### src/hdl/ahvg_sqrt_cell.sv
// One cell of the square root chain: resolves one root bit per cell.
// Depends on nothing but its parameters.
`default_nettype none

module ahvg_sqrt_cell #(
  parameter int RB   = 25,
  parameter int STEP = 0
) (
  input  wire logic              clk,
  input  wire logic              en,
  input  wire logic [2*RB-1:0]   rad_in,
  input  wire logic [RB+1:0]     rem_in,
  input  wire logic [RB-1:0]     root_in,
  output logic      [2*RB-1:0]   rad_out,
  output logic      [RB+1:0]     rem_out,
  output logic      [RB-1:0]     root_out
);

  logic [RB+1:0] rem_shift;
  logic [RB+1:0] trial;
  logic          take;

  // Bring down the next two radicand bits and try the next root bit.
  always_comb begin
    rem_shift = {rem_in[RB-1:0], rad_in[2*STEP +: 2]};
    trial     = {root_in, 2'b01};
    take      = (rem_shift >= trial);
  end

  // Hand the partial result to the next cell.
  always_ff @(posedge clk) begin
    if (en) begin
      rad_out  <= rad_in;
      rem_out  <= take ? (rem_shift - trial) : rem_shift;
      root_out <= {root_in[RB-2:0], take};
    end
  end

endmodule

`default_nettype wire

### config.mk
export PLATFORM = sky130hd
export DESIGN_NAME = ahvg_sqrt_cell
export DESIGN_NICKNAME = d
export VERILOG_FILES = /design/src/hdl/ahvg_sqrt_cell.sv
export SDC_FILE = /design/constraint.sdc
export NUM_CORES = 1
export LEC_CHECK = 0
export ABC_AREA = 1
export ABC_CLOCK_PERIOD_IN_PS = 2900
export CORE_MARGIN = 2
export CORE_UTILIZATION = 55
export CTS_BUF_LIST = sky130_fd_sc_hd__clkbuf_4
export CTS_CLUSTER_SIZE = 30
export DETAILED_ROUTE_END_ITERATION = 10
export DONT_BUFFER_PORTS = 1
export PLACE_DENSITY = 0.7
export SETUP_SLACK_MARGIN = 0.1
export SLEW_MARGIN = 20
export SYNTH_ARGS = -nofsm -noshare
export SYNTH_HDL_FRONTEND = slang
export SYNTH_SLANG_ARGS = --single-unit
### constraint.sdc
create_clock -name clk -period 2.9 [get_ports clk]
set_input_delay 0.145 -clock clk [delete_from_list [all_inputs] [get_ports clk]]
set_output_delay 0.145 -clock clk [all_outputs]
set_load 0.05 [all_outputs]
# Word level (Yosys, flattened, before mapping)
# Index checks and enable logic that the tools add are counted.
[totals] romBits=0 mem_bits_rw=0 mem_count=0 wordCells=6 latchBits=0 in_bits=104 ff_bits=102
[classes] n_addsub=1 n_mux=1 reduce_logical=0 order_cmp=1 shifts=0 eq_ne=0 div=0 multipliers=0 bitwise=0
[ops] op="27-bit >= comparator" count=1
[ops] op="27-bit two-way mux" count=1
[ops] op="27-bit subtractor" count=1

# Depth between registers and ports, before layout
[depth] ltp_word=2 mapped_depth=14

# Worst setup path before layout
# No wires, ideal clock.
[synth_path] kind="in2reg" from="input port root_in[12]" to="register rem_out[22], data pin" cell_stages=14 required_ns=2.647 arrival_time_ns=1.535 setup_time_ns=0.253 path_slack_ns=1.112 path_cell_list="inv_1 ha_1 nand2_1 inv_1 nand2_1 nand2_1 nand2_1 nand2_1 a21oi_4 nand3_2 buf_6 buf_6 nand3_1 nand2_1"
[synth_via] elab_chain_len=2 word_cells_on_any_way=3 classes_between="add/sub: 1; order compare: 1; mux: 1"
[synth_lines] item="start, declared" line="13" rtl="input wire logic [RB-1:0] root_in,"
[synth_lines] item="27-bit >= comparator" line="27" rtl="take = (rem_shift >= trial);"
[synth_lines] item="net take" line="21" rtl="logic take;"
[synth_lines] item="27-bit two-way mux" line="34" rtl="rem_out <= take ? (rem_shift - trial) : rem_shift;"
[synth_lines] item="end signal, assigned" line="34"
[synth_lines] item="end, declared" line="15" rtl="output logic [RB+1:0] rem_out,"
# The timed path passes the listed nets, and every way through them passes these cells.
# A chain may end at the register's enable or synchronous reset.

# Worst setup path in the final report
[layout_path] from="input port rad_in[1]" to="register rem_out[16], data pin"
[layout_via] elab_chain_len=2 word_cells_on_any_way=3 classes_between="add/sub: 1; order compare: 1; mux: 1"
[layout_lines] item="start, declared" line="11" rtl="input wire logic [2*RB-1:0] rad_in,"
[layout_lines] item="27-bit subtractor / 27-bit >= comparator (equally long branches)" line="34, 27"
[layout_lines] item="27-bit two-way mux *" line="34"
# Mark *: on every way between the ends. The rest lies on a longest branch, timed or not.

==> results.cfg <==
[grt]
grt_pass1_vias = 4602
grt_overflow = 0
grtUsageTotal_pct = 27.4
grt_pass1_wl_um = 23100
antenna_found_initial = 0
grt_max_degree = 103

[floorplan]
die_h_um = 105
die_w_um = 105
start_util_pct = 57.0
row_count = 36
dieArea_um2 = 11100
io_pins = 206
coreArea_um2 = 9860

[place]
hpwl_um = 10400
pre_cts_slack_ns = 0.810
gp_congestion = 0.880
port_buffers = 0

[logic_synthesis]
syn_area_per_cell_um2 = 8.83
synth_common_cells = nand2_1, inv_1, edfxtp_1
syn_inst = 637
yosys-top-cells-area = edfxtp_1, nand2_1, inv_1
async_flop_share_pct = 0
synthesis.area_um2 = 5620
synth_top_cell_by_area = edfxtp_1
yosys_warnings = 0
synthDistinctLibCells = 27
synth-seq-cells = 102
synthFlopType = edfxtp_1
yosysSeqAreaShare_pct = 54.5
yosys.area.top_type_share_pct = 54.5
synth.most_common_cell = nand2_1
synth_edf_count = 102
syn_nets = 768

[clock_tree]
cts_made_buffers = 9
holdBufCountCts = 100
cts_tree = yes
post_cts_resized = 0
htree_levels = 3
post-cts-setup-buffers = 0
clkSinkCount = 102
cts_root_buf = clkbuf_4
cts.clk_slew.worst_paths_ns = 0.16
cts.path.max_buffers = 2

[timing]
period_minus_slack_ns = 1.74
slew_viol_final = 0
tightest_slew_ns = 0.525
rsz0062_at_grt = false
tns_ns = 0
period_share_pct = 60.1
setup_violations = 0
fmax_mhz = 574
maxSlewHeadroom_pct = 65.0
hold_viol = 0
holdWs_ns = 0.0804
layout_setup_ws_ns = 1.16

[worst_setup_path]
critPathKind = in -> reg
cp_data_required_time_ns = 3.13
cp_cell_sequence = dlygate4sd3_1, inv_1, ha_1, nor2_1, o21ai_0, nand2_1, nand2_1, nand2_1, xor2_1, nand2_1, nand2_1
cpMaxStageDelayCell = dlygate4sd3_1
critPathLaunchType = input port
crit_top_cell = nand2_1
end_kind = flop
slowest_delay_ns = 0.56
cp_max_fo = 4
cp.arrival_ns = 1.98
startpoint = rad_in[1]

[power]
peakVddDrop_v = 0.000327
p_leak_nw = 3.32
power.total_mw = 3.90
powerDensity_nw_per_um2 = 558

[drt]
wl_per_cell_um = 17.0
ant_nets = 0
wl_um = 15000
viasPerCell = 5.19
drt_pass1_iterations = 5
vias = 4592
drc = 0
drt-initial-drc-count = 300

[layout]
fill_cells = 739
final_core_util_pct = 70.8
syn2layout_area_growth_pct = 24.2
insertedDiodeCount = 0
fin_nets = 877
drive_gt1_share_pct = 4.93

[job]
maxCapViolCount = 0

[outcome]
status = complete, no violations

[hold_path]
hold_class = in -> reg
worstHoldStart = en
[critical path: cells and delay by family]
family,cells,cell delay [ns]
xor+xnor,1,0.15
buf+inv,2,0.69
compound gates,1,0.16
simple gates,6,0.59
fa+ha+maj,1,0.24
[registers in the layout, indices dropped and copies added, names as in the netlist]
name	flops
rad_out	50
rem_out	27
root_out	25
[worst paths after layout]
check | to | slack [ns] | depth (start not counted)
worst max-delay path | rem_out[16]$_DFFE_PP_ | 1.16 | 11
worst min-delay path | root_out[20]$_DFFE_PP_ | 0.08 | 1
[through the flow]
stage | instance area [um2] | instances
floorplan | 5620 | 637
global placement | 5800 | 768
detailed placement | 5800 | 768
CTS | 6980 | 884
global route | 6980 | 884
finish | 6980 | 884
[report_power, final]
group          leakage, nW  internal, mW  switching [mW]  total (mW)
clock               0.0889         0.367           0.491       0.858
combinational         2.23         0.275           0.409       0.684
sequential           0.997          1.80           0.552        2.36
total                 3.32          2.45            1.45        3.90
[layer usage]
metal | vias to the layer above | GRT usage (%) | share of wire, %
met5 | - | 0 | 0
met4 | 0 | 9.81 | 2.3
met3 | 29 | 4.93 | 6.1
met2 | 208 | 49.3 | 50
met1 | 2112 | 32.8 | 41
li1 | 2243 | - | -
[cells by family (layout without fill, tap and decap cells)]
family	after synthesis	after routing	share of synthesized area, %
AO/OA/AOI/OAI	28	28	2.74
AND/OR/NAND/NOR	321	321	24.6
XOR/XNOR	14	14	2.18
buffers and inverters	145	259	9.99
flip-flops	102	102	54.5
adder cells (fa/ha/maj)	27	27	6.01
[layout by cell type (no fill, tap or decap), types with 13 or more instances in the layout]
cell type / synthesis / layout
nand3_1: 32 / 32
ha_1: 27 / 27
nand2_1: 216 / 216
edfxtp_1: 102 / 102
xor2_1: 13 / 13
dlygate4sd3_1: 0 / 99
o21ai_0: 13 / 13
inv_1: 137 / 137
a21oi_1: 13 / 13
nor2_1: 34 / 34
nand4_1: 21 / 21
[final cells by class]
type / instances / area (um2) / share of cell area [%]
Clock inverter: 6 / 92.6 / 1.33
Multi-Input combinational cell: 390 / 2000 / 28.6
Tap cell: 133 / 166 / 2.38
Clock buffer: 10 / 75.1 / 1.08
Sequential cell: 102 / 3060 / 43.9
Inverter: 138 / 518 / 7.42
Timing Repair Buffer: 105 / 1070 / 15.3
Power figures use the tool's default switching activity.
