==> config.mk <==
export PLATFORM = sky130hd
export DESIGN_NAME = ahvg_div_cell
export DESIGN_NICKNAME = d
export VERILOG_FILES = /design/src/hdl/ahvg_pkg.sv /design/src/hdl/ahvg_div_cell.sv
export SDC_FILE = /design/constraint.sdc
export NUM_CORES = 1
export LEC_CHECK = 0
export ABC_AREA = 1
export BUFFER_PORTS_ARGS = -buffer_cell sky130_fd_sc_hd__buf_4
export CAP_MARGIN = 10
export CORE_AREA = 2 2 205 207
export CTS_CLUSTER_SIZE = 16
export DETAILED_ROUTE_END_ITERATION = 8
export DIE_AREA = 0 0 207 209
export PLACE_DENSITY = 0.78
export SLEW_MARGIN = 40
export SYNTH_ARGS = -nofsm -noshare
export SYNTH_HDL_FRONTEND = slang
export SYNTH_SLANG_ARGS = --single-unit
export TNS_END_PERCENT = 20
==> constraint.sdc <==
create_clock -name clk -period 2.3 [get_ports clk]
set_input_delay 0.115 -clock clk [delete_from_list [all_inputs] [get_ports clk]]
set_output_delay 0.115 -clock clk [all_outputs]
set_load 0.03 [all_outputs]
==> src/hdl/ahvg_pkg.sv <==
// Shared constants and types for the arrowhead vertex generator.
// Used by the divider cell and the top level; depends on nothing else.
`default_nettype none

package ahvg_pkg;

  // Default geometry widths for the top level.
  localparam int COORD_BITS_DEFAULT = 16;
  localparam int FRAC_BITS_DEFAULT  = 8;

  // Head size registers.
  localparam int REG_BITS = 8;
  localparam logic [REG_BITS-1:0] BARB_BACK_RESET = 8'd5;
  localparam logic [REG_BITS-1:0] BARB_SIDE_RESET = 8'd3;

  // Number of barb coordinates that are divided in parallel.
  localparam int LANES = 4;

  // Configuration register indexes.
  typedef enum logic [0:0] {
    CFG_BARB_BACK = 1'b0,
    CFG_BARB_SIDE = 1'b1
  } cfg_index_t;

endpackage

`default_nettype wire

==> src/hdl/ahvg_div_cell.sv <==
// One cell of the divider chain: resolves one quotient bit for all lanes.
// Depends on ahvg_pkg for the lane count.
`default_nettype none

module ahvg_div_cell #(
  parameter int RB   = 25,
  parameter int DW   = 42,
  parameter int QB   = 18,
  parameter int STEP = 0
) (
  input  wire logic          clk,
  input  wire logic          en,
  input  wire logic [RB-1:0] divisor_in,
  input  wire logic [DW-1:0] rem_in  [ahvg_pkg::LANES],
  input  wire logic [QB-1:0] quo_in  [ahvg_pkg::LANES],
  output logic      [RB-1:0] divisor_out,
  output logic      [DW-1:0] rem_out [ahvg_pkg::LANES],
  output logic      [QB-1:0] quo_out [ahvg_pkg::LANES]
);

  logic [DW-1:0] trial;
  logic          take [ahvg_pkg::LANES];

  // The divisor shifted to this cell's quotient bit.
  always_comb begin
    trial = DW'(divisor_in) << STEP;
    for (int i = 0; i < ahvg_pkg::LANES; i++) begin
      take[i] = (rem_in[i] >= trial);
    end
  end

  // Subtract where it fits and hand the lanes on.
  always_ff @(posedge clk) begin
    if (en) begin
      divisor_out <= divisor_in;
      for (int i = 0; i < ahvg_pkg::LANES; i++) begin
        rem_out[i] <= take[i] ? (rem_in[i] - trial) : rem_in[i];
        quo_out[i] <= {quo_in[i][QB-2:0], take[i]};
      end
    end
  end

endmodule

`default_nettype wire

# Yosys cells after proc, flatten, opt, wreduce, memory -nomap -nowiden
# Index checks and enable logic that the tools add are counted.
# totals
regBits,265
latchBits,0
ramBits,0
rom_bits,0
input_bits,267
out_inout_bits,265
n_memories,0
# classes
addsub,4
n_mul,0
n_div,0
n_lt_le_gt_ge,4
eq_ne,0
n_shift,0
n_mux,4
bitwise_logic,0
reduce_logical,0
# ops
operator,n
$ge 42x25->1,4
$mux 42,4
$sub 42x25->42,4

# Logic depth before layout (Yosys ltp)
# Gate-level depths: netlist of run 1.
# depth
depth_word,2
ltp_mapped,16
depth_no_buf,16

# Least setup slack after synthesis of run 1
# Ideal clock, no wire load.
# synth_timing
path_kind,input port to flip-flop
from,in divisor_in[1]
to,"reg rem_out[63] (netlist bit), data pin"
setup_time_ps,255
arrival_time_ps,1762
required_time_ps,2045
setup_slack_ps,284
cell_stages,13
cell_sequence,inv_1 -> fa_1 -> nand3_1 -> nand2_2 -> nand2_1 -> nand2_2 -> nand2_2 -> nand2_2 -> nand2_1 -> nand3_4 -> inv_8 -> buf_8 -> o21ai_2
# synth_between
elab_chain_cells,2
# synth_rtl
item,line_no,rtl
from (decl),ahvg_div_cell.sv:13,"input wire logic [RB-1:0] divisor_in,"
$sub 42x25->42 / $ge 42x25->1 (equally long branches),"ahvg_div_cell.sv:37, ahvg_div_cell.sv:28",
$mux 42 (*),ahvg_div_cell.sv:37,rem_out[i] <= take[i] ? (rem_in[i] - trial) : rem_in[i];
"to (signal, indexed assignment)",ahvg_div_cell.sv:37,
to (decl),ahvg_div_cell.sv:17,"output logic [DW-1:0] rem_out [ahvg_pkg::LANES],"
# Mark *: on every way between the ends. The rest lies on a longest branch, timed or not.
# A chain may end at the register's enable or synchronous reset.

# Final worst setup path of run 1
# layout_timing
from,in divisor_in[22]
to,"reg rem_out[67] (netlist bit), data pin"
# Same word-level chain as after synthesis.

==> results by group, run 1 <==
Status
  – Status: finished clean

GRT
  – Largest net degree at the start of global routing: 55
  – Vias in the first global route: 23.8k
  – Initial antenna violation count: 5
  – Grt ovf: 0
  – Global-route wire length before repair: 136000 um
  – Total track usage: 40.4%

Synthesis
  – Synth top area share: 37.7%
  – Synth Register Bits: 265
  – Top cells by area, synth: edfxtp_1, nand2_1, inv_1
  – Post-synth EDFFs: 265
  – Main synth FF type: edfxtp_1
  – Unique masters post-synth: 41
  – Synth Cell Area: 21100 um^2
  – Synth async-reset ratio: 0%
  – Most frequent cells after synthesis: nand2_1, inv_1, nor2_1
  – Sequential area share after synthesis: 37.7%
  – Avg Cell Area, Syn: 7.14 um^2
  – Most frequent cell after synthesis: nand2_1
  – Post-synth top area cell: edfxtp_1
  – Synth Net Count: 3325
  – Synth Warn #: 0
  – Post-synthesis cell count: 2954

Timing
  – Final Hold Fails: 0
  – Period minus WS final: 2240 ps
  – Max_slew headroom: 66.2%
  – Setup violators final: 0
  – RSZ-0062 raised after global routing: true
  – Final period utilization: 97.5%
  – Worst slew pin tran: 507 ps
  – Fin. max-slew vios: 0
  – F_max: 0.446 GHz

Die
  – Die W: 207 um
  – Total I/O pin count: 532
  – # rows: 75
  – Initial Util: 51.1%
  – Core area: 41300 um^2
  – Die area: 43300 um^2
  – Die Y: 209 um

Drt
  – Vias per Instance: 5.26
  – M1 WL: 33400 um
  – Total iterations of the first detailed-routing run: 6
  – Uppermost layer routed: met5
  – DR vias: 24.4k
  – # DRC: 0
  – Routed WL: 91300 um
  – Remaining antenna violation count after routing: 0
  – Met2 WL: 43900 um
  – Initial DRC count: 1879
  – WL/cell: 19.7 um
  – Met3 wire length: 7080 um

Finish
  – Area Overhead vs Synth: 51.7%
  – Layout cells sized above 1: 28.7%
  – Nets@finish: 4436
  – Final core utilization: 77.5%

Flow run
  – Max-cap violations: 0

Pwr
  – Pwr dens: 559 nW/um^2
  – Leak pwr: 15.8 nW
  – Max IR drop VDD: 0.000591 V
  – Final Power: 17.9 mW

Clock tree
  – TritonCTS clock tree: done
  – H-tree depth: 1
  – Root buffer cell: clkbuf_16
  – Max Root-Sink Buffers: 3
  – Reg clk slew, reported paths: 60 ps
  – Clock sink total: 265
  – TritonCTS Buffers: 30

Worst hold path
  – Hold Path Sink: rem_out[42]
  – Min-delay src: divisor_in[0]
  – Hold Path Class: in2reg
  – Worst Hold Depth: 3

Setup path
  – CP arrival: 2560 ps
  – Worst Setup End Kind: register
  – CP Max Fanout: 4
  – Worst EP required: 2620 ps
  – Setup crit start kind: primary input
  – Critical path class: in2reg

Placement
  – Detail Placement HPWL: 68400 um
  – PortBufs: 527
  – Routability-driven placement congestion ratio: 1.03
[stage by stage]
step / setup TNS, ps / std cells / hold slack (ps) / instance area [um^2] / setup WS, ps
2_1_floorplan: 0 / 2954 / 214 / 21100 / 284
3_3_place_gp: -11170 / 4304 / 293 / 28000 / -201
3_5_place_dp: -16160 / 4304 / 295 / 28000 / -227
4_1_cts: 0 / 4621 / 16.5 / 31600 / 14.7
5_1_grt: -524 / 4632 / 53.7 / 32000 / -68.2
6_report: 0 / 4632 / 63.4 / 32000 / 56.9
[critical path, cell delays in order]
cell,delay [ps]
dlygate4sd3_1,540
buf_4,140
inv_1,90
buf_12,160
ha_1,260
buf_4,160
a21oi_1,260
o21ai_0,190
a21oi_1,220
nand2_1,100
nor2_2,190
o21ai_0,140
[sequential cells by signal (all words and copies together) (netlist names)]
name         flops
divisor_out     25
quo_out         72
rem_out        168
[where the power goes]
part           internal [mW]  switching (mW)  total, mW
Clock                   2.74            2.17       4.91
Combinational           2.76            4.01       6.77
Sequential              5.99           0.215       6.21
Total                   11.5            6.40       17.9
[kinds of logic (layout without fill, tap and decap cells)]
family / Yosys count / in the layout / synth area share (%)
compound gates: 198 / 198 / 6.88
xor+xnor: 73 / 73 / 3.03
fa+ha+maj: 104 / 104 / 6.31
buf+inv: 534 / 1669 / 10.5
flops: 265 / 265 / 37.7
other cells: 0 / 4 / 0
simple gates: 1780 / 1780 / 35.5
[worst max-delay path by stage]
stage,from,to,slack [ps],cells past startpoint
final,divisor_in[22],rem_out[67],60,12
after global routing,divisor_in[22],rem_out[67],-70,13
after CTS,rem_in[84],rem_out[88],10,17
after detailed placement,divisor_in[19],rem_out[57],-230,15
after global placement,divisor_in[19],rem_out[57],-200,15
after floorplan,divisor_in[1],rem_out[63],280,13
[placed cells by master (no fill, tap or decap), drive strengths merged]
master       instances
dlygate4sd3        261
nand2             1146
clkinvlp             3
nand4               49
nand3b              20
and2                 6
nor2               357
fa                   4
clkbuf              37
inv                509
diode                4
nor4                 2
o21ai               98
nor3                21
xnor2               57
o21bai               1
or3                  1
ha                 100
xor2                16
a21oi               99
clkinv              15
bufinv               3
or2                  4
buf                841
edfxtp             265
nand3              174
[area by class of cell]
type | instances | area [um^2]
timing repair inverter | 2 | 22.5
tap | 539 | 674
clock inverter | 19 | 194
timing repair buffer | 1102 | 9230
clock buffer | 37 | 777
sequential | 265 | 7960
multi-input combinational | 2155 | 11200
inverter | 509 | 1960
antenna | 4 | 10.0
fill | 3027 | 9280
[what timing repair did]
item | 4_1_cts | 5_1_grt
setup buffers | 0 | 5
gates resized for setup | 0 | 88
hold endpoints to repair | 306 | 0
hold buffers | 261 | 0
setup endpoints to repair | 0 | 157
[per-layer routing]
metal  track usage [%]  vias to the layer above
met5                 0                        -
met4              24.5                        2
met3              7.18                      359
met2              70.7                     1359
met1              46.1                    11098
li1                  -                    11553
Note: power is estimated with default switching activity, not from simulation.
==> run 2: changes to the inputs <==
--- a/config.mk
+++ b/config.mk
@@ -8,10 +8,10 @@
 export ABC_AREA = 1
 export BUFFER_PORTS_ARGS = -buffer_cell sky130_fd_sc_hd__buf_4
 export CAP_MARGIN = 10
-export CORE_AREA = 2 2 205 207
+export CORE_AREA = 2 2 204 206
 export CTS_CLUSTER_SIZE = 16
 export DETAILED_ROUTE_END_ITERATION = 8
-export DIE_AREA = 0 0 207 209
+export DIE_AREA = 0 0 206 208
 export PLACE_DENSITY = 0.78
 export SLEW_MARGIN = 40
 export SYNTH_ARGS = -nofsm -noshare
==> constraint.sdc (replaced) <==
create_clock -name clk -period 2.6 [get_ports clk]
set_input_delay 0.13 -clock clk [delete_from_list [all_inputs] [get_ports clk]]
set_output_delay 0.13 -clock clk [all_outputs]
set_load 0.03 [all_outputs]
==> run 2 against run 1 <==
  * The run now ends with negative setup slack left
  * Core utilization down 3.1 points
  * Clock power down 19%
  * Sequential share of layout area grew 1.5 points
  * First-iteration DRC count rose by 22%
==> results by group, run 2 (synthesized netlist as in run 1, its figures left out) <==
Finish
  – Filler cells: 2998 (-0.96%)
  – Nets@finish: 4209 (-5.1%)
  – Biggest regs: rem_out x168, quo_out x72, divisor_out x25
  – Max reg flops: 168 (unchanged)
  – Finished Layout Cells: 4395 (-5.1%)
  – Fin area: 30200 um^2 (-5.7%)
  – Layout cells sized above 1: 24.2% (-4.5 points)
  – Largest Register: rem_out
  – Most frequent cells in the layout: nand2_1, buf_4, inv_1, nor2_1, edfxtp_1
  – Final core utilization: 74.4% (-3.1 points)
  – Storage cell area: 7960 um^2 (unchanged)
  – Multi-input logic area: 11200 um^2 (+0.48%)
  – Commonest non-fill, non-tap cell in the layout: nand2_1
  – Area Overhead vs Synth: 43.1%

Setup path
  – Buffers plus inverters on the worst setup path: 7 (+2)
  – CP max stage cell: dlygate4sd3_1
  – Worst path top cell family by delay: buffers and inverters
  – Setup crit start kind: primary input
  – CP arrival: 2970 ps (+410 ps)
  – Worst Setup End Kind: register
  – Worst EP required: 2940 ps (+320 ps)
  – Slowest stage delay, CP: 580 ps (+40 ps)
  – CP Max Fanout: 18 (+14)
  – Critical path class: in2reg
  – Crit-path cells: dlygate4sd3_1, buf_4, inv_1, buf_4, ha_2, inv_2, nor2_4, nand2_2, nor2_2, nand2_1, nor2_2, nor2_2, nand3_4, inv_8, buf_12, nand2_1, nand2_1

GRT
  – Total track usage: 41.3% (+0.89 points)
  – Largest net degree at the start of global routing: 65 (+18%)
  – Grt ovf: 0 (unchanged)
  – Global-route wire length before repair: 134000 um (-1.0%)
  – Initial antenna violation count: 6 (+1)
  – Vias in the first global route: 23.5k (-1.3%)

Flow run
  – Max-cap violations: 0 (unchanged)

Pwr
  – Pwr dens: 501 nW/um^2 (-10%)
  – Int Power: 9.56 mW (-17%)
  – Leak pwr: 14.5 nW (-8.0%)
  – Final Power: 15.1 mW (-15%)
  – Clk network pwr share: 26.4% (-1.1 points)
  – Logic pwr share: 37.1% (-0.7 points)
  – Max IR drop VDD: 0.000560 V (-5.2%)
  – Reg power frac: 36.5% (+1.8 points)
  – Sw Ratio: 36.8% (+1.0 points)
  – Switch Pwr: 5.56 mW (-13%)

Clock tree
  – Root buffer cell: clkbuf_16
  – TritonCTS Buffers: 28 (-6.7%)
  – Reg clk slew, reported paths: 60 ps (about the same)
  – Clock sink total: 265 (unchanged)
  – TritonCTS clock tree: done
  – Max Root-Sink Buffers: 3 (unchanged)
  – H-tree depth: 1 (unchanged)

Timing
  – Hold Slack: 3.33 ps (-60.1 ps)
  – F_max: 0.380 GHz
  – Fin. max-slew vios: 0 (unchanged)
  – Period minus WS final: 2630 ps
  – Setup violators final: 1 (+1)
  – Final Hold Fails: 0 (unchanged)
  – Max_slew headroom: 59.2% (-7.0 points)
  – Setup TNS: -34.8 ps (-34.8 ps)
  – Worst slew pin tran: 608 ps (+101 ps)
  – RSZ-0062 raised after global routing: true
  – Final period utilization: 101%
  – Worst setup margin: -34.8 ps (-91.7 ps)

Die
  – Die area: 42800 um^2 (-0.96%)
  – Die W: 206 um (-0.48%)
  – Total I/O pin count: 532 (unchanged)
  – # rows: 74 (-1.3%)
  – Initial Util: 52.0% (+0.93 points)
  – Core area: 40600 um^2 (-1.8%)
  – Die Y: 208 um (-0.48%)

Drt
  – DR vias: 23.8k (-2.4%)
  – # DRC: 0 (unchanged)
  – Total iterations of the first detailed-routing run: 8 (+2)
  – Vias per Instance: 5.41 (+2.8%)
  – Routed WL: 92300 um (+1.2%)
  – WL/cell: 21.0 um (+6.6%)
  – Remaining antenna violation count after routing: 0 (unchanged)
  – Initial DRC count: 2294 (+22%)

Placement
  – Dpl cells: 4069 (-5.5%)
  – DP Area: 26200 um^2 (-6.5%)
  – PortBufs: 527 (unchanged)
  – Routability-driven placement congestion ratio: 1.03 (+0.58%)
  – Place WS: -116 ps (+112 ps)
  – Detail Placement HPWL: 67900 um (-0.76%)

Status
  – Failing checks: negative setup slack
  – Status: finished, violations left

Worst hold path
  – Hold Path Class: in2reg
run 2: cell count changes in the layout (fill, tap and decap cells not counted), moves of 4 or more:
cell,delta
buf_4,-211
nor2_1,+19
nor2_2,-18
ha_1,-17
nand2_1,+16
nand2_2,-15
ha_4,+14
clkinvlp_4,+9
inv_1,-8
buf_12,-4
dlygate4sd3_1,-4
run 2: area by class of cell:
class                           instances  area share [%]
Multi-Input combinational cell       2155            37.2
Sequential cell                       265            26.4
Timing Repair Buffer                  879            24.8
Inverter                              509            6.58
Clock buffer                           34            2.47
Tap cell                              532            2.20
Clock inverter                         17           0.377
Antenna cell                            4          0.0332
run 2: power groups by stage:
stage | Combinational [mW] | Sequential [mW] | Clock [mW]
after floorplan | 1.94 | 6.49 | 0
after global placement | 4.92 | 5.55 | 0
after detailed placement | 4.98 | 5.56 | 0
after CTS | 5.33 | 5.49 | 3.91
after global routing | 5.91 | 5.54 | 4.11
final | 5.60 | 5.52 | 4.00
run 2: tightest hold or removal path: stages:
cell,delay (ps)
buf_4,110
inv_1,80
o21ai_0,150
run 2: worst paths after layout:
path | startpoint | endpoint | slack (ps) | cells after the start
setup / recovery | divisor_in[24] | rem_out[43] | -30 | 17
hold / removal | rem_in[67] | rem_out[67] | 3 | 3
run 2: per-layer routing:
layer	share of wire, %	routed length (um)	track usage [%]
met1	36	32900	47.3
met2	47	43400	70.1
met3	9.4	8650	7.50
met4	8.0	7370	27.5
met5	0.016	15	0
run 2: what timing repair did:
item	4_1_cts	5_1_grt
setup buffers	0	14
resized for setup	0	64
setup endpoints to repair	0	144
hold buffers	257	0
hold endpoints to repair	257	0
==> run 3: changes to the inputs <==
--- a/config.mk
+++ b/config.mk
@@ -5,14 +5,12 @@
 export SDC_FILE = /design/constraint.sdc
 export NUM_CORES = 1
 export LEC_CHECK = 0
-export ABC_AREA = 1
 export BUFFER_PORTS_ARGS = -buffer_cell sky130_fd_sc_hd__buf_4
 export CAP_MARGIN = 10
-export CORE_AREA = 2 2 204 206
+export CORE_AREA = 2 2 206 208
 export CTS_CLUSTER_SIZE = 16
 export DETAILED_ROUTE_END_ITERATION = 8
-export DIE_AREA = 0 0 206 208
-export PLACE_DENSITY = 0.78
+export DIE_AREA = 0 0 208 210
 export SLEW_MARGIN = 40
 export SYNTH_ARGS = -nofsm -noshare
 export SYNTH_HDL_FRONTEND = slang
==> run 3 against run 2 <==
  * The run still ends with negative setup slack left
  * Cell count down 25%
  * Core utilization down 7.0 points
  * Area after synthesis down 24%
  * Via count down 29%
  * Design area down 7.3%
  * Count of clock-buffer cells in the layout unchanged
  * Sequential share of layout area up 2.1 points
==> results by group, run 3 <==
Timing
  – RSZ-0062 raised after global routing: true
  – Max_slew headroom: 64.0% (+4.9 points)
  – Setup violators final: 1 (unchanged)
  – Final period utilization: 100% (-1.2 points)
  – F_max: 0.384 GHz (+1.2%)
  – Period minus WS final: 2600 ps (-30.1 ps)
  – Hold Slack: 24.6 ps (+21.3 ps)
  – Worst slew pin tran: 539 ps (-68.9 ps)
  – Fin. max-slew vios: 0 (unchanged)
  – Worst setup margin: -4.65 ps (+30.1 ps)
  – Final Hold Fails: 0 (unchanged)
  – Setup TNS: -4.65 ps (+30.1 ps)

Clock tree
  – Clock sink total: 265 (unchanged)
  – Max Root-Sink Buffers: 3 (unchanged)
  – Root buffer cell: clkbuf_16
  – Reg clk slew, reported paths: 70 ps (about the same)
  – TritonCTS Buffers: 30 (+7.1%)
  – H-tree depth: 1 (unchanged)
  – TritonCTS clock tree: done

Synthesis
  – Multiplexer share of the synthesized area: 1.02% (+1.0 points)
  – Synth Warn #: 0 (unchanged)
  – Synth top area share: 49.3% (+12 points)
  – XOR/XNOR share of the synthesized area: 8.14% (+5.1 points)
  – Synth Register Bits: 265 (unchanged)
  – Synth async-reset ratio: 0% (unchanged)
  – Post-synth EDFFs: 265 (unchanged)
  – Largest family of logic cells by synthesized area: simple AND/OR/NAND/NOR gates
  – Most frequent cell after synthesis: edfxtp_1
  – Sequential area share after synthesis: 49.3% (+12 points)
  – Unique masters post-synth: 76 (+85%)
  – Avg Cell Area, Syn: 10.5 um^2 (+47%)
  – Post-synthesis cell count: 1535 (-48%)
  – Post-synth top area cell: edfxtp_1
  – Post-Synth Simple-Gate Area: 15.4% (-20 points)
  – Synth Cell Area: 16100 um^2 (-24%)
  – Adder-cell share of the synthesized area: 8.25% (+1.9 points)
  – Synth Area in Compound Gates: 15.2% (+8.3 points)
  – Main synth FF type: edfxtp_1
  – Most frequent cells after synthesis: edfxtp_1, nand2_1, a21oi_1
  – Synth Net Count: 1906 (-43%)
  – Top cells by area, synth: edfxtp_1, ha_1, xnor2_1

Status
  – Failing checks: negative setup slack
  – Status: finished, violations left

Placement
  – PortBufs: 527 (unchanged)
  – Detail Placement HPWL: 49400 um (-27%)
  – Routability-driven placement congestion ratio: 0.892 (-14%)
  – Dpl cells: 2951 (-27%)

Finish
  – Layout cells sized above 1: 39.9% (+16 points)
  – Commonest non-fill, non-tap cell in the layout: buf_4
  – Final core utilization: 67.5% (-7.0 points)
  – Largest Register: rem_out
  – Biggest regs: rem_out x168, quo_out x72, divisor_out x25
  – Most frequent cells in the layout: buf_4, edfxtp_1, dlygate4sd3_1, nand2_1, a21oi_1
  – Nets@finish: 3088 (-27%)
  – Area Overhead vs Synth: 73.4%
  – Finished Layout Cells: 3280 (-25%)
  – Max reg flops: 168 (unchanged)

Worst hold path
  – Worst Hold Depth: 4 (+1)
  – Hold Path Class: in2reg

Pwr
  – Pwr dens: 548 nW/um^2 (+9.5%)
  – Clk network pwr share: 29.4% (+3.0 points)
  – Logic pwr share: 34.8% (-2.3 points)
  – Reg power frac: 35.7% (-0.8 points)
  – Switch Pwr: 4.92 mW (-11%)
  – Max IR drop VDD: 0.000521 V (-7.1%)
  – Sw Ratio: 32.1% (-4.7 points)
  – Leak pwr: 12.0 nW (-17%)
  – Int Power: 10.4 mW (+9.0%)

Drt
  – WL/cell: 20.1 um (-4.4%)
  – Total iterations of the first detailed-routing run: 5 (-3)
  – Remaining antenna violation count after routing: 0 (unchanged)
  – # DRC: 0 (unchanged)
  – DR vias: 16.9k (-29%)
  – Initial DRC count: 900 (-61%)
  – Routed WL: 65900 um (-29%)
  – Vias per Instance: 5.15 (-4.9%)

GRT
  – Grt ovf: 0 (unchanged)
  – Initial antenna violation count: 5 (-1)
  – Vias in the first global route: 17.2k (-27%)
  – Total track usage: 29.1% (-12 points)
  – Largest net degree at the start of global routing: 59 (-9.2%)
  – Global-route wire length before repair: 98300 um (-27%)

Die
  – Total I/O pin count: 532 (unchanged)
  – Core area: 41500 um^2 (+2.3%)
  – Die W: 208 um (+0.97%)
  – Initial Util: 38.9% (-13 points)
  – # rows: 75 (+1.4%)
  – Die Y: 210 um (+0.96%)
  – Die area: 43700 um^2 (+1.9%)

Setup path
  – Worst EP required: 2910 ps (-30 ps)
  – CP Max Fanout: 9 (-9)
  – Critical path class: in2reg
  – CP arrival: 2920 ps (-50 ps)
  – Setup crit start kind: primary input
  – Worst Setup End Kind: register

Flow run
  – Max-cap violations: 0 (unchanged)
run 3: changes by cell type after synthesis, sizes merged, moves of 33 or more:
cell,delta
clkbuf,+33
nor2,-265
inv,-450
nand3,-145
xor2,+52
nand2,-983
run 3: timing repair:
item	in CTS	in global routing
endpoints found under the setup margin	0	117
hold buffers	259	0
buffers inserted	0	13
hold endpoints to repair	258	0
gates resized for setup	0	85
run 3: kinds of logic after synthesis:
logic type / count (synthesis)
xor+xnor: 150
flops: 265
buf+inv: 106
compound gates: 401
simple gates: 494
fa+ha+maj: 104
mux: 15
run 3: layer usage:
| layer | share of wire [%] | track usage, % | vias to the layer above |
|---|---|---|---|
| li1 | - | - | 8129 |
| met1 | 41 | 35.7 | 8099 |
| met2 | 49 | 50.6 | 544 |
| met3 | 5.9 | 5.18 | 105 |
| met4 | 3.8 | 11.7 | 6 |
| met5 | 0.064 | 0 | - |
run 3: layout make-up:
cell class	instances	area (um^2)
tap	539	674
multi-input combinational	1164	8180
timing repair buffer	1198	9910
sequential	265	7960
fill	3216	13500
antenna	2	5.00
inverter	58	225
clock inverter	20	246
clock buffer	34	787
run 3: power groups by stage:
stage          combinational (mW)  clock, mW  sequential [mW]
2_1_floorplan                1.44          0             6.52
3_3_place_gp                 4.85          0             5.55
3_5_place_dp                 4.88          0             5.56
4_1_cts                      5.23       4.58             5.48
5_1_grt                      5.67       4.74             5.52
6_report                     5.35       4.52             5.48
run 3: worst max-delay path, stage by stage:
cell and delay (ps):
dlygate4sd3_1 540, buf_4 140, or4_4 570, nor4_4 300, buf_4 150, o211ai_1 140
nor4b_4 250, buf_6 170, buf_6 120, buf_4 140, inv_1 50, nand4b_1 110
nand3_2 90
run 3: through the flow:
step           worst slack, ps  instance area [um^2]  total power [mW]
2_1_floorplan            -94.7                 16200              7.96
3_3_place_gp              -505                 23900              10.4
3_5_place_dp              -495                 23900              10.4
4_1_cts                   1.86                 27500              15.3
5_1_grt                  -41.8                 28000              15.9
6_report                 -4.65                 28000              15.3
run 3: worst paths after layout:
kind	slack [ps]	end	from
min	20	rem_out[131]	rem_in[131]
max	-5	rem_out[102]	rem_in[121]
